==> src/sv/scc_pkg.sv <==
// Package for the system control coprocessor register block.
// Holds instruction field positions, register selector codes and the result type.
// No dependencies; imported by every other file of the block.
package scc_pkg;

  localparam int unsigned DataW = 32;

  // Instruction field positions
  localparam int unsigned LoadBit   = 20;
  localparam int unsigned CrnHi     = 19;
  localparam int unsigned CrnLo     = 16;
  localparam int unsigned RdHi      = 15;
  localparam int unsigned RdLo      = 12;
  localparam int unsigned Op2Hi     = 7;
  localparam int unsigned Op2Lo     = 5;
  localparam int unsigned CrmHi     = 3;
  localparam int unsigned CrmLo     = 0;

  // Control register bits
  localparam int unsigned CompatBit  = 15;
  localparam int unsigned HighVecBit = 13;

  // CRn selector codes
  localparam logic [3:0] CRN_ID      = 4'd0;
  localparam logic [3:0] CRN_CONTROL = 4'd1;
  localparam logic [3:0] CRN_TTB     = 4'd2;
  localparam logic [3:0] CRN_DOMAIN  = 4'd3;
  localparam logic [3:0] CRN_FSR     = 4'd5;
  localparam logic [3:0] CRN_FAR     = 4'd6;
  localparam logic [3:0] CRN_CACHE   = 4'd7;
  localparam logic [3:0] CRN_TLB     = 4'd8;
  localparam logic [3:0] CRN_PID     = 4'd13;

  // CRm and op2 codes for maintenance operations
  localparam logic [3:0] CRM_ICACHE   = 4'd5;
  localparam logic [3:0] CRM_DTLB     = 4'd6;
  localparam logic [3:0] CRM_UNIFIED  = 4'd7;
  localparam logic [3:0] CRM_TEST_D   = 4'd10;
  localparam logic [3:0] CRM_TEST_ID  = 4'd14;
  localparam logic [2:0] OP2_TEST     = 3'd3;

  // Register index that is never written by a read
  localparam logic [3:0] RD_PC = 4'd15;

  typedef struct packed {
    logic             rd_write;
    logic [3:0]       rd_index;
    logic [DataW-1:0] rd_data;
    logic             vector_high;
    logic             control_write;
    logic [DataW-1:0] control_value;
    logic             flush_code;
    logic             tlb_invalidate;
    logic             flags_from_zero;
    logic             error;
  } scc_result_t;

endpackage

==> src/sv/scc_in_if.sv <==
// Input channel of the coprocessor register block: one instruction word per handshake.
// Depends on scc_pkg for the data width.
interface scc_in_if import scc_pkg::*; ();
  logic             valid;
  logic             ready;
  logic [DataW-1:0] instr;
  logic [DataW-1:0] rd_value;

  modport source (output valid, output instr, output rd_value, input ready);
  modport sink   (input valid, input instr, input rd_value, output ready);
endinterface

==> src/sv/scc_out_if.sv <==
// Result channel of the coprocessor register block: one result word per handshake.
// Depends on scc_pkg for the data width.
interface scc_out_if import scc_pkg::*; ();
  logic             valid;
  logic             ready;
  logic             rd_write;
  logic [3:0]       rd_index;
  logic [DataW-1:0] rd_data;
  logic             vector_high;
  logic             control_write;
  logic [DataW-1:0] control_value;
  logic             flush_code;
  logic             tlb_invalidate;
  logic             flags_from_zero;
  logic             error;

  modport source (output valid, output rd_write, output rd_index, output rd_data,
                  output vector_high, output control_write, output control_value,
                  output flush_code, output tlb_invalidate, output flags_from_zero,
                  output error, input ready);
  modport sink   (input valid, input rd_write, input rd_index, input rd_data,
                  input vector_high, input control_write, input control_value,
                  input flush_code, input tlb_invalidate, input flags_from_zero,
                  input error, output ready);
endinterface

==> src/sv/scc_core.sv <==
// Decoder and register file of the coprocessor register block.
// Computes one result from the staged instruction and updates state on advance.
// Depends on scc_pkg.
module scc_core import scc_pkg::*; (
  input  logic             clk,
  input  logic             rst_n,
  input  logic             cfg_we,
  input  logic [DataW-1:0] cfg_wdata,
  input  logic             adv,
  input  logic [DataW-1:0] instr,
  input  logic [DataW-1:0] rd_value,
  output scc_result_t      res
);

  logic [DataW-1:0] id_r, control_r, ttb_r, domain_r, fsr_r, far_r, pid_r;
  logic [DataW-1:0] control_nxt, ttb_nxt, domain_nxt, fsr_nxt, far_nxt, pid_nxt;
  logic [3:0]       crn, crm, rd;
  logic [2:0]       op2;
  logic             load;
  logic [DataW-1:0] val;
  logic             ctl_wr, flush, tlb, nz, err, wr_rd;

  assign crn  = instr[CrnHi:CrnLo];
  assign crm  = instr[CrmHi:CrmLo];
  assign rd   = instr[RdHi:RdLo];
  assign op2  = instr[Op2Hi:Op2Lo];
  assign load = instr[LoadBit];

  always_comb begin
    val         = '0;
    ctl_wr      = 1'b0;
    flush       = 1'b0;
    tlb         = 1'b0;
    nz          = 1'b0;
    err         = 1'b0;
    control_nxt = control_r;
    ttb_nxt     = ttb_r;
    domain_nxt  = domain_r;
    fsr_nxt     = fsr_r;
    far_nxt     = far_r;
    pid_nxt     = pid_r;
    if (load) begin
      unique case (crn)
        CRN_ID:      val = id_r;
        CRN_CONTROL: val = control_r;
        CRN_TTB:     val = ttb_r;
        CRN_DOMAIN:  val = domain_r;
        CRN_FSR:     val = fsr_r;
        CRN_FAR:     val = far_r;
        CRN_PID:     val = pid_r;
        CRN_CACHE:   nz  = (crm == CRM_TEST_D || crm == CRM_TEST_ID) && op2 == OP2_TEST;
        default:     val = '0;
      endcase
    end else begin
      unique case (crn)
        CRN_CONTROL: begin
          if (rd_value[CompatBit]) begin
            err = 1'b1;
          end else begin
            control_nxt = rd_value;
            ctl_wr      = 1'b1;
          end
        end
        CRN_TTB:    ttb_nxt    = rd_value;
        CRN_DOMAIN: domain_nxt = rd_value;
        CRN_FSR:    fsr_nxt    = rd_value;
        CRN_FAR:    far_nxt    = rd_value;
        CRN_PID:    pid_nxt    = rd_value;
        CRN_CACHE:  flush      = (crm == CRM_ICACHE || crm == CRM_UNIFIED);
        CRN_TLB: begin
          flush = (crm == CRM_ICACHE || crm == CRM_UNIFIED);
          tlb   = (crm == CRM_ICACHE || crm == CRM_UNIFIED || crm == CRM_DTLB);
        end
        default: ;
      endcase
    end
  end

  assign wr_rd = load && (rd != RD_PC);

  always_comb begin
    res.rd_write        = wr_rd;
    res.rd_index        = rd;
    res.rd_data         = wr_rd ? val : '0;
    res.vector_high     = control_nxt[HighVecBit];
    res.control_write   = ctl_wr;
    res.control_value   = control_nxt;
    res.flush_code      = flush;
    res.tlb_invalidate  = tlb;
    res.flags_from_zero = nz;
    res.error           = err;
  end

  always_ff @(posedge clk) begin
    if (!rst_n) begin
      id_r      <= '0;
      control_r <= '0;
      ttb_r     <= '0;
      domain_r  <= '0;
      fsr_r     <= '0;
      far_r     <= '0;
      pid_r     <= '0;
    end else begin
      if (cfg_we) begin
        id_r <= cfg_wdata;
      end
      if (adv) begin
        control_r <= control_nxt;
        ttb_r     <= ttb_nxt;
        domain_r  <= domain_nxt;
        fsr_r     <= fsr_nxt;
        far_r     <= far_nxt;
        pid_r     <= pid_nxt;
      end
    end
  end

  // Bit 15 may never reach the control register
  a_no_compat: assert property (@(posedge clk) disable iff (!rst_n)
    !control_r[CompatBit])
    else $error("control register holds backwards compatible bit");

  // Control register only changes on an accepted control write
  a_ctl_change: assert property (@(posedge clk) disable iff (!rst_n)
    !(adv && res.control_write) |=> $stable(control_r))
    else $error("control register changed without a control write");

endmodule

==> src/sv/system_control_coprocessor_regs.sv <==
// Top level of the system control coprocessor register block.
// Stages input and result words around scc_core; depends on scc_pkg,
// scc_in_if, scc_out_if and scc_core.

// Takes one register-transfer instruction word with the value of its core
// register Rd and returns one result word per instruction. Throughput is one
// word per cycle unless the receiver stalls; the input and result registers
// bracket the decode and register-file logic. The control, translation-base,
// domain, fault-status, fault-address and process-id registers update in
// instruction order as each word leaves the input register. Writing
// cfg_wdata with cfg_we high sets the value returned for reads of the
// identification register. Reads into register 15 write no core register;
// a control write with bit 15 set is rejected with error.
module system_control_coprocessor_regs import scc_pkg::*; (
  input  logic             clk,
  input  logic             rst_n,
  input  logic             cfg_we,
  input  logic [DataW-1:0] cfg_wdata,
  scc_in_if.sink           in_ch,
  scc_out_if.source        out_ch
);

  logic             stg_valid_r;
  logic [DataW-1:0] stg_instr_r, stg_rd_value_r;
  logic             out_valid_r;
  scc_result_t      out_res_r;
  scc_result_t      res;
  logic             adv;

  // Advance the staged word when the result register is empty or draining
  assign adv         = stg_valid_r && (!out_valid_r || out_ch.ready);
  assign in_ch.ready = !stg_valid_r || adv;

  // Input register: load on accept, drop the valid bit once advanced
  always_ff @(posedge clk) begin
    if (!rst_n) begin
      stg_valid_r <= 1'b0;
    end else if (in_ch.ready) begin
      stg_valid_r <= in_ch.valid;
    end
  end

  always_ff @(posedge clk) begin
    if (in_ch.valid && in_ch.ready) begin
      stg_instr_r    <= in_ch.instr;
      stg_rd_value_r <= in_ch.rd_value;
    end
  end

  scc_core u_core (
    .clk       (clk),
    .rst_n     (rst_n),
    .cfg_we    (cfg_we),
    .cfg_wdata (cfg_wdata),
    .adv       (adv),
    .instr     (stg_instr_r),
    .rd_value  (stg_rd_value_r),
    .res       (res)
  );

  // Result register: hold while stalled, load when the staged word advances
  always_ff @(posedge clk) begin
    if (!rst_n) begin
      out_valid_r <= 1'b0;
    end else if (!out_valid_r || out_ch.ready) begin
      out_valid_r <= stg_valid_r;
    end
  end

  always_ff @(posedge clk) begin
    if (adv) begin
      out_res_r <= res;
    end
  end

  assign out_ch.valid           = out_valid_r;
  assign out_ch.rd_write        = out_res_r.rd_write;
  assign out_ch.rd_index        = out_res_r.rd_index;
  assign out_ch.rd_data         = out_res_r.rd_data;
  assign out_ch.vector_high     = out_res_r.vector_high;
  assign out_ch.control_write   = out_res_r.control_write;
  assign out_ch.control_value   = out_res_r.control_value;
  assign out_ch.flush_code      = out_res_r.flush_code;
  assign out_ch.tlb_invalidate  = out_res_r.tlb_invalidate;
  assign out_ch.flags_from_zero = out_res_r.flags_from_zero;
  assign out_ch.error           = out_res_r.error;

  // A rejected control write never reports a control update
  a_err_excl: assert property (@(posedge clk) disable iff (!rst_n)
    out_valid_r |-> !(out_res_r.error && out_res_r.control_write))
    else $error("error and control_write both set");

  // Register 15 is never written by a read
  a_no_pc: assert property (@(posedge clk) disable iff (!rst_n)
    (out_valid_r && out_res_r.rd_index == RD_PC) |-> !out_res_r.rd_write)
    else $error("read wrote register 15");

  // No core write means zero data
  a_zero_data: assert property (@(posedge clk) disable iff (!rst_n)
    (out_valid_r && !out_res_r.rd_write) |-> (out_res_r.rd_data == '0))
    else $error("rd_data nonzero without rd_write");

  // Vector base follows control bit 13
  a_vec: assert property (@(posedge clk) disable iff (!rst_n)
    out_valid_r |-> (out_res_r.vector_high == out_res_r.control_value[HighVecBit]))
    else $error("vector_high disagrees with control value");

endmodule

==> src/flat_wrapper.sv <==
// flat-port wrapper written by rule: the top's interface ports become plain ports
module system_control_coprocessor_regs_flat import scc_pkg::*;
  (clk, rst_n, cfg_we, cfg_wdata, in_ch_valid, in_ch_instr, in_ch_rd_value, in_ch_ready, out_ch_valid, out_ch_rd_write, out_ch_rd_index, out_ch_rd_data, out_ch_vector_high, out_ch_control_write, out_ch_control_value, out_ch_flush_code, out_ch_tlb_invalidate, out_ch_flags_from_zero, out_ch_error, out_ch_ready);
  scc_in_if in_ch_i ();
  scc_out_if out_ch_i ();
  input  logic clk;
  input  logic rst_n;
  input  logic cfg_we;
  input  logic [DataW-1:0] cfg_wdata;
  input wire logic [$bits(in_ch_i.valid)-1:0] in_ch_valid;
  input wire logic [$bits(in_ch_i.instr)-1:0] in_ch_instr;
  input wire logic [$bits(in_ch_i.rd_value)-1:0] in_ch_rd_value;
  output wire logic [$bits(in_ch_i.ready)-1:0] in_ch_ready;
  output wire logic [$bits(out_ch_i.valid)-1:0] out_ch_valid;
  output wire logic [$bits(out_ch_i.rd_write)-1:0] out_ch_rd_write;
  output wire logic [$bits(out_ch_i.rd_index)-1:0] out_ch_rd_index;
  output wire logic [$bits(out_ch_i.rd_data)-1:0] out_ch_rd_data;
  output wire logic [$bits(out_ch_i.vector_high)-1:0] out_ch_vector_high;
  output wire logic [$bits(out_ch_i.control_write)-1:0] out_ch_control_write;
  output wire logic [$bits(out_ch_i.control_value)-1:0] out_ch_control_value;
  output wire logic [$bits(out_ch_i.flush_code)-1:0] out_ch_flush_code;
  output wire logic [$bits(out_ch_i.tlb_invalidate)-1:0] out_ch_tlb_invalidate;
  output wire logic [$bits(out_ch_i.flags_from_zero)-1:0] out_ch_flags_from_zero;
  output wire logic [$bits(out_ch_i.error)-1:0] out_ch_error;
  input wire logic [$bits(out_ch_i.ready)-1:0] out_ch_ready;
  assign in_ch_i.valid = in_ch_valid;
  assign in_ch_i.instr = in_ch_instr;
  assign in_ch_i.rd_value = in_ch_rd_value;
  assign in_ch_ready = in_ch_i.ready;
  assign out_ch_valid = out_ch_i.valid;
  assign out_ch_rd_write = out_ch_i.rd_write;
  assign out_ch_rd_index = out_ch_i.rd_index;
  assign out_ch_rd_data = out_ch_i.rd_data;
  assign out_ch_vector_high = out_ch_i.vector_high;
  assign out_ch_control_write = out_ch_i.control_write;
  assign out_ch_control_value = out_ch_i.control_value;
  assign out_ch_flush_code = out_ch_i.flush_code;
  assign out_ch_tlb_invalidate = out_ch_i.tlb_invalidate;
  assign out_ch_flags_from_zero = out_ch_i.flags_from_zero;
  assign out_ch_error = out_ch_i.error;
  assign out_ch_i.ready = out_ch_ready;
  system_control_coprocessor_regs u_core (.clk(clk), .rst_n(rst_n), .cfg_we(cfg_we), .cfg_wdata(cfg_wdata), .in_ch(in_ch_i), .out_ch(out_ch_i));
endmodule
==> config.mk <==
export PLATFORM = sky130hd
export DESIGN_NAME = system_control_coprocessor_regs_flat
export DESIGN_NICKNAME = d
export VERILOG_FILES = /design/src/sv/scc_pkg.sv /design/src/sv/scc_in_if.sv /design/src/sv/scc_out_if.sv /design/src/sv/scc_core.sv /design/src/sv/system_control_coprocessor_regs.sv /design/src/flat_wrapper.sv
export SDC_FILE = /design/constraint.sdc
export NUM_CORES = 1
export LEC_CHECK = 0
export BUFFER_PORTS_ARGS = -buffer_cell sky130_fd_sc_hd__buf_2
export CAP_MARGIN = 25
export CORE_MARGIN = 5
export CORE_UTILIZATION = 30
export DETAILED_ROUTE_END_ITERATION = 6
export RECOVER_POWER = 50
export SLEW_MARGIN = 30
export SYNTH_ARGS = -nofsm -noshare
export SYNTH_HDL_FRONTEND = slang
export SYNTH_SLANG_ARGS = --single-unit
==> constraint.sdc <==
create_clock -name clk -period 7.7 [get_ports clk]
set_clock_uncertainty 0.2 [all_clocks]
set_input_delay 1.54 -clock clk [delete_from_list [all_inputs] [get_ports clk]]
set_output_delay 1.54 -clock clk [all_outputs]
set_load 0.05 [all_outputs]
Word-level counts from Yosys, hierarchy flattened
Cells that the tools add are included.
Operators by class
  equal/unequal tests: 15
  multiplexer cells: 6
  bitwise logic cells: 4
  reduce and logical (&&, ||, !) cells: 23
Operators by type and width (count)
  $pmux 32 s7: 1
  $mux 32: 3
  $eq 4x3->1 const B: 6
  $eq 4x4->1 const B: 4
  $reduce_and 3->1: 5
  $eq 4x2->1 const B: 2
  $reduce_or 2->1: 4
  $logic_or 1x1->1: 5
  $eq 4x1->1 const B: 1
  $logic_and 1x1->1: 4
  $logic_not 4->1: 1
  $ne 4x4->1 const B: 1
  $not 1->1: 4
  $reduce_and 2->1: 2
  $eq 3x2->1 const B: 1
  $logic_not 1->1: 2
  $mux 1: 2
Word-level totals
  flip-flop bits (word level): 354
  output and inout bits: 77

Longest topological paths before layout
Gate-level depths: netlist (run 1).
  depth after elaboration: 5
  gate-level depth with buffers: 8
  mapped depth without buffers: 4

By module
Synthesis (run 1) repeated with hierarchy kept, for this count alone.
Unflattened totals
  cell total of the unflattened synthesis: 1429
  area, all modules: 15050.7 µm²
Modules (own cells, without submodules)
  scc_core: times used 1, cells each 1281, area an instance 10772.8 µm², seq. area each 4484.3 µm²
  system_control_coprocessor_regs: times used 1, cells each 148, area an instance 4277.9 µm², seq. area each 4214.0 µm²

Least setup slack after synthesis (run 1)
OpenSTA, ideal clock, no wires.
  path type: input port to flip-flop
  start point: in out_ch_ready
  end point: reg u_core.u_core.ttb_r[10]
  setup time: 0.121 ns
  arrival time: 4.496 ns
  slack: 2.883 ns
  stages: 6
  buffers on the path: 2
  path through: nand2b_1 buf_2 and2_1 nand4_1 buf_4 mux2i_1
Between the ends
  cells in the longest elaborated chain, start to end: 3
Ends and longest elaborated chain
  start: declaration: RTL line flat_wrapper.sv:25  | input wire logic [$bits(out_ch_i.ready)-1:0] out_ch_ready;
  $logic_or 1x1->1: RTL line system_control_coprocessor_regs.sv:31  | assign adv = stg_valid_r && (!out_valid_r || out_ch.ready);
  $logic_and 1x1->1: RTL line system_control_coprocessor_regs.sv:31
  $reduce_and 3->1 (no source line)
  end signal: assignment: RTL line scc_core.sv:109  | ttb_r <= ttb_nxt;
  end: declaration: RTL line scc_core.sv:15  | logic [DataW-1:0] id_r, control_r, ttb_r, domain_r, fsr_r, far_r, pid_r;
Every way passes these cells.
A chain may end at the register's enable or synchronous reset.

Final worst setup path (run 1)
  start point: reg u_core.stg_instr_r[17]
  end point: reg u_core.u_core.ttb_r[7]
Between the ends
  cells in the longest elaborated chain, start to end: 2
Ends and longest elaborated chain
  start: declaration: RTL line system_control_coprocessor_regs.sv:24  | logic [DataW-1:0] stg_instr_r, stg_rd_value_r;
  start signal: assignment: RTL line system_control_coprocessor_regs.sv:45  | stg_instr_r <= in_ch.instr;
  $eq 4x2->1: RTL line scc_core.sv:55  | unique case (crn)
  $reduce_and 3->1 (no source line)
Every way passes these cells.

==> results of run 1 <==
report_power, final:
group | leakage, uW | internal, uW | switching, uW | total [uW]
clock network | 0.000685 | 1240 | 759 | 2000
registers | 0.00300 | 1950 | 33.1 | 1980
logic | 0.00293 | 77.4 | 185 | 262
total | 0.00661 | 3270 | 977 | 4240
worst paths after layout:
check / startpoint / end / slack (ps) / depth (start not counted)
setup / recovery: u_core.stg_instr_r[17] / u_core.u_core.ttb_r[7] / 2170 / 5
hold / removal: u_core.stg_instr_r[14] / u_core.out_ch.rd_index[2] / 250 / 0
setup reg to reg: u_core.stg_instr_r[17] / u_core.u_core.ttb_r[7] / 2170 / 5
hold reg to reg: u_core.stg_instr_r[14] / u_core.out_ch.rd_index[2] / 250 / 0
cell families (layout without fill, tap and decap cells):
| kind of cell | Yosys count | in the layout |
|---|---|---|
| muxes | 230 | 230 |
| and+or+nand+nor | 349 | 349 |
| DFF | 348 | 348 |
| AOI/OAI and AO/OA | 175 | 175 |
| buffers and inverters | 97 | 258 |
routing by layer:
metal / global-route usage / routed length, um / share of wire / up-vias
met3: 0.0295 / 2200 / 0.054 / 53
met1: 0.198 / 18300 / 0.45 / 4600
met2: 0.253 / 19400 / 0.48 / 262
li1: - / - / - / 4607
met5: 0 / 0 / 0 / -
met4: 0.0416 / 787 / 0.019 / 0
cells in the mapped netlist (all sizes together) (3+ instances only):
| cell | number | area share |
|---|---|---|
| nor2 | 6 | 0.0016 |
| clkbuf | 43 | 0.011 |
| nand2 | 108 | 0.029 |
| nand3 | 68 | 0.024 |
| mux4 | 16 | 0.025 |
| mux2 | 37 | 0.029 |
| a222oi | 5 | 0.0035 |
| a22oi | 17 | 0.0089 |
| a21oi | 25 | 0.0088 |
| o22a | 8 | 0.0049 |
| nor2b | 135 | 0.059 |
| a31oi | 10 | 0.0044 |
| dfxtp | 226 | 0.32 |
| a22o | 39 | 0.024 |
| nand4 | 5 | 0.0031 |
| buf | 51 | 0.023 |
| mux2i | 177 | 0.12 |
| nor3b | 3 | 0.0024 |
| edfxtp | 122 | 0.26 |
| and2 | 7 | 0.0031 |
| o21ai | 65 | 0.023 |
layout make-up:
class                      count  share of cell area
clock buffer                  57              0.0704
sequential                   348               0.485
tap                          615              0.0456
clock inverter                15              0.0116
inverter                       3            0.000667
timing repair buffer         183              0.0555
multi-input combinational    754               0.331
worst max-delay path, stage by stage, from the launching register on:
cell and delay [ps]:
edfxtp_1 320, clkbuf_1 1920, nor2b_1 1780, nand4_1 290, clkbuf_1 570, mux2i_1 250
metrics by stage:
| step | utilization | power, uW |
|---|---|---|
| after floorplan | - | 2180 |
| after global placement | 0.329 | 2280 |
| after detailed placement | 0.330 | 2290 |
| after CTS | 0.359 | 4300 |
| after global routing | 0.357 | 4400 |
| final | 0.357 | 4240 |
==> run metrics, run 1 <==
FILL cells 4665; antenna violations before repair 1; XOR/XNOR share of the synthesized area 0; Finished Layout Cells 1975; RD Place Congestion 0.778; die width 228 um; CP Capture Type register; final slew viol count 277; Remaining DRCs 0; Final setup viols 0; Worst Path Required 7880 ps; global-route wire length before repair 60.2 mm; failing checks max-capacitance violations, max-slew violations; crit share post-route 0.719; Worst EP arrival 5710 ps; CTS-repair resized insts 0; MaxCap Viol Count 9; Antenna Violating Nets Remaining 0; Cell Rows 80; cell count after synthesis 1199; Leak 0.00661 uW; dpl cell area 0.0156 mm2; postcts setup bufs 0; Simple-Gate Fraction of Synth Area 0.131; vias 9522; I/O pin cnt 178; DRT Pass-1 Iters 6; Initial Util 0.301; ant diodes 0; type of the worst setup path reg2reg; die area 0.0520 mm2; register area 0.00819 mm2; Hold Path Class reg2reg; clock tree from TritonCTS yes; placed cell count 1903; hold_buf cts 0; H-tree depth 2; commonest cells after routing, fill and taps aside 226 x dfxtp_1, 177 x mux2i_1, 133 x nor2b_1; Port Buffers 161; Synth Cell Area 0.0143 mm2; Cell Pwr Density 251 mW/mm2; unrepaired setup endpoints after global routing no; worst-path maximum fanout 38; Async SR Flop Fraction 0; Reg clk slew, reported paths 60 ps; Period minus WS final 5530 ps; routed wire length 40.6 mm; total track usage 0.150; Synthesized Nets 1300; GRT Residual Overflow 0; peak supply drop 0.151 mV; Setup crit start kind register; vias in the first global route 9570; Core Region 0.0473 mm2; nets@finish 1431; setup slack after layout 2170 ps; Final Hold Fails 0; outcome complete, but fails checks; main combinational cell family by area after synthesis multiplexers; most common cell after layout, fill and taps aside dfxtp_1; area occupied by multi-input gates 0.00560 mm2; clock root buffer clkbuf_16; EDFF count, synth 122; register area share after synthesis 0.574; Syn Area/Cell 11.9 um2; worst skew pair latency 540 ps; largest net degree at the start of global routing 131; number of vias per cell 4.82; clk buf depth 3; Warnings, synthesis 0; Cell variety after synth 48; Avg WL per Cell 20.6 um; layout cells sized above 1 0.196; Num CTS Buffers 40; area grow syn2layout 18.4%; Rel. slew slack -1.80; Setup TNS Final 0 ps; Yosys reg bits 348; design area 0.0169 mm2; Hold WS 251 ps; clock sink count 348; Synth Area in Adders 0; Main synth FF type dfxtp_1; 1st-iter DRT viols 636; fmax 181 MHz; Worst Tran Pin Value 4190 ps; dpl ws 3780 ps; mux cell area share after synthesis 0.179; Die Span Y 228 um; Compound-Gate Fraction of Synth Area 0.0807; HPWL reported at the end of detailed placement 24.6 mm
Note: power is estimated with default switching activity, not from simulation.
==> run 2, diff against run 1 <==
==> constraint.sdc (replaced) <==
create_clock -name clk -period 4.45 [get_ports clk]
set_clock_uncertainty 0.2 [all_clocks]
set_input_delay 0.89 -clock clk [delete_from_list [all_inputs] [get_ports clk]]
set_output_delay 0.89 -clock clk [all_outputs]
set_load 0.05 [all_outputs]
==> run 2 against run 1 <==
Against the previous run:
- the flow still finishes with violations (max-capacitance violations, max-slew violations)
- clock power up 66%
- via count up 0.25%
- sequential power up 74%
- core utilization about the same
- final area about the same
- sequential share of layout area about the same
- critical path type is now in2reg
==> run metrics, run 2 (synthesis results as in run 1) <==
outcome complete, but fails checks; failing checks max-capacitance violations, max-slew violations; Worst Tran Pin Value 2850 ps; Final Hold Fails 0; Reg clk slew, reported paths 60 ps; die area 0.0520 mm2; crit-path cells clkbuf_1 > clkbuf_1 > mux2i_1 > nor2b_1; die width 228 um; Num CTS Buffers 39; Hold Path Class reg2reg; Critical Path Start cfg_we; Leak 0.00655 uW; RD Place Congestion 0.783; final slew viol count 173; peak supply drop 0.238 mV; Crit path depth 4; routed wire length 40.3 mm; clock sink count 348; HPWL reported at the end of detailed placement 25.6 mm; FILL cells 4668; type of the worst setup path in2reg; worst-path maximum fanout 18; total track usage 0.150; worst skew pair latency 550 ps; unrepaired setup endpoints after global routing no; antenna violations before repair 0; global-route wire length before repair 60.7 mm; nets@finish 1433; MaxCap Viol Count 3; Top delay family on crit path buffers and inverters; ant diodes 0; clock root buffer clkbuf_16; Core Region 0.0473 mm2; Die Span Y 228 um; clk buf depth 3; CTS-repair resized insts 0; Period minus WS final 3470 ps; 1st-iter DRT viols 720; WP buf/inv 2; Rel. slew slack -0.899; Final setup viols 0; CP Capture Type register; Reg-to-Reg Start u_core.stg_valid_r; Avg WL per Cell 20.4 um; number of vias per cell 4.83; Port Buffers 161; r2r endpoint u_core.stg_rd_value_r[13]; Antenna Violating Nets Remaining 0; commonest cells after routing, fill and taps aside 226 x dfxtp_1, 177 x mux2i_1, 132 x nor2b_1; crit-path max cell delay 1350 ps; Remaining DRCs 0; clock tree from TritonCTS yes; master of the slowest instance on the critical path clkbuf_1; fmax 288 MHz; hold_buf cts 0; Setup TNS Final 0 ps; largest net degree at the start of global routing 106; vias 9546; Worst EP arrival 3700 ps; area grow syn2layout 18.5%; DRT Pass-1 Iters 5; reg-to-reg setup timing slack 1100 ps; Hold WS 253 ps; Cell Pwr Density 426 mW/mm2; most common cell after layout, fill and taps aside dfxtp_1; Worst Path Required 4680 ps; Setup crit start kind input port; I/O pin cnt 178; Core Util, Final 0.357; Setup crit end u_core.u_core.id_r[9]; GRT Residual Overflow 0; Most common cell on crit path clkbuf_1; vias in the first global route 9705; Initial Util 0.301; hold wc startpoint u_core.stg_instr_r[13]; crit share post-route 0.781; R2R cell count 2; layout cells sized above 1 0.183; H-tree depth 2; postcts setup bufs 0; Cell Rows 80
[run 2: area by class of cell]
type / instances / area (um2) / area share
inverters: 3 / 11.3 / 0.000666
clock buffers: 54 / 1150 / 0.0678
well taps: 615 / 769 / 0.0455
multi-input cells: 754 / 5640 / 0.334
flip-flops and latches: 348 / 8190 / 0.485
repair buffers: 186 / 957 / 0.0566
clock inverters: 18 / 186 / 0.0110
[run 2: where the power goes]
part           internal (uW)  switching [uW]  total, uW  leakage (uW)
Sequential              3370            66.8       3440       0.00300
Combinational            132             313        445       0.00289
Clock                   1990            1330       3320      0.000658
[run 2: worst min-delay path by stage]
stage | end | slack, ps | cells after the start
global route | u_core.out_ch.rd_index[1] | 260 | 0
detailed placement | u_core.out_ch.rd_index[1] | 240 | 0
floorplan | u_core.out_ch.rd_index[0] | 230 | 0
global placement | u_core.out_ch.rd_index[3] | 240 | 0
finish | u_core.out_ch.rd_index[1] | 250 | 0
CTS | u_core.out_ch.rd_index[1] | 250 | 0
[run 2: layer usage]
layer  global-route usage  part of all wire  wire (um)  vias up
met3               0.0302             0.059       2360       56
met4               0.0452             0.021        845        0
li1                     -                 -          -     4613
met1                0.200              0.45      18100     4631
met5                    0                 0          0        -
met2                0.247              0.47      19000      246
[run 2: per-stage QoR]
step	instance area (um2)	setup slack [ps]	instances	total power, uW
after floorplan	14300	283	1199	3780
after global placement	15700	1240	1906	3960
after detailed placement	15700	1200	1906	3960
after CTS	17000	1340	1978	7300
after global routing	16900	730	1978	7460
final	16900	976	1978	7210
==> run 3, diff against run 2 <==
==> constraint.sdc (replaced) <==
create_clock -name clk -period 2.8 [get_ports clk]
set_clock_uncertainty 0.2 [all_clocks]
set_input_delay 0.56 -clock clk [delete_from_list [all_inputs] [get_ports clk]]
set_output_delay 0.56 -clock clk [all_outputs]
set_load 0.05 [all_outputs]
==> run 3 against run 2 <==
Against the previous run:
- largest cell class unchanged
- die area is the same
- non-clock buffer count grew 67
- clock-buffer cell count did not move
- the flow now finishes without violations
- register-to-register slack worse by 870 ps
- largest power group is now clock
- critical path type is now reg2reg
- flip-flop and latch count unchanged
==> run metrics, run 3 (synthesis results as in run 1) <==
Num CTS Buffers 41; RD Place Congestion 0.805; Hold WS 36.4 ps; H-tree depth 2; Die Span Y 228 um; Cell Pwr Density 677 mW/mm2; Rel. slew slack 0.198; routed wire length 40.8 mm; 1st-iter DRT viols 628; worst skew pair latency 550 ps; Final setup viols 0; clock sink count 348; Port Buffers 161; vias 9847; Worst Path Required 2860 ps; clock root buffer clkbuf_16; DRT Pass-1 Iters 5; Hold Path Class in2reg; Initial Util 0.301; layout cells sized above 1 0.176; final slew viol count 0; die width 228 um; commonest cells after routing, fill and taps aside 226 x dfxtp_1, 177 x mux2i_1, 132 x nor2b_1; Reg clk slew, reported paths 60 ps; largest net degree at the start of global routing 69; Period minus WS final 2570 ps; Leak 0.00685 uW; FILL cells 4664; global-route wire length before repair 61.7 mm; Remaining DRCs 0; die area 0.0520 mm2; crit share post-route 0.918; fmax 389 MHz; vias in the first global route 10073; most common cell after layout, fill and taps aside dfxtp_1; Avg WL per Cell 19.9 um; nets@finish 1502; GRT Residual Overflow 0; clock tree from TritonCTS yes; outcome finished clean; ant diodes 0; antenna violations before repair 0; worst-path maximum fanout 11; dpl cell area 0.0159 mm2; peak supply drop 0.347 mV; type of the worst setup path reg2reg; Power Total 12000 uW; area grow syn2layout 23.7%; Worst Tran Pin Value 1200 ps; Final Hold Fails 0; design area 0.0176 mm2; CP Capture Type register; unrepaired setup endpoints after global routing no; number of vias per cell 4.81; clk buf depth 3; Cell Rows 80; total track usage 0.152; Antenna Violating Nets Remaining 0; I/O pin cnt 178; Setup crit start kind register; Worst EP arrival 2630 ps; Core Region 0.0473 mm2; HPWL reported at the end of detailed placement 26.8 mm; Setup TNS Final 0 ps; MaxCap Viol Count 0
run 3: repair_timing:
action | 4_1_cts | 5_1_grt
hold buffers | 42 | 0
hold endpoints to repair | 42 | 0
resized for setup | 0 | 0
setup buffers | 0 | 0
run 3: worst paths after layout:
path / startpoint / end / slack (ps) / cells after the start
max reg2reg: u_core.stg_rd_value_r[15] / u_core.out_ch.control_value[24] / 230 / 5
max: u_core.stg_rd_value_r[15] / u_core.out_ch.control_value[24] / 230 / 5
min reg2reg: u_core.stg_instr_r[12] / u_core.out_ch.rd_index[0] / 260 / 0
min: in_ch_rd_value[26] / u_core.stg_rd_value_r[26] / 40 / 1
run 3: power by group:
part           total [uW]  internal (uW)  switching, uW  leakage [uW]
clock network        5710           3580           2130      0.000722
registers            5470           5360            104       0.00300
logic                 775            259            517       0.00314
total               12000           9200           2750       0.00685
run 3: layout make-up:
type / instances / area, um2 / share of cell area
Inverter: 3 / 11.3 / 0.000638
Timing Repair Buffer: 253 / 1570 / 0.0888
Clock inverter: 22 / 277 / 0.0157
Clock buffer: 54 / 1200 / 0.0680
Tap cell: 615 / 769 / 0.0436
Sequential cell: 348 / 8190 / 0.464
Multi-Input combinational cell: 754 / 5630 / 0.319
run 3: per-stage QoR:
stage | std cells | setup slack, ps | utilization
final | 2049 | 231 | 0.373
after global routing | 2049 | 141 | 0.373
after CTS | 2049 | 393 | 0.377
after detailed placement | 1931 | 396 | 0.337
after global placement | 1931 | 421 | 0.337
after floorplan | 1199 | 347 | -
run 3: worst max-delay path, cell delays in order, from the launching register on:
cell	delay, ps
edfxtp_1	540
nor3_1	110
buf_4	160
nand2_1	490
buf_4	350
mux2_2	400
run 3: layer usage:
metal / vias up / track usage / share of wire
met4: 0 / 0.0473 / 0.025
met5: - / 0 / 0
met1: 4758 / 0.204 / 0.45
met2: 272 / 0.250 / 0.47
met3: 62 / 0.0292 / 0.056
li1: 4755 / - / -
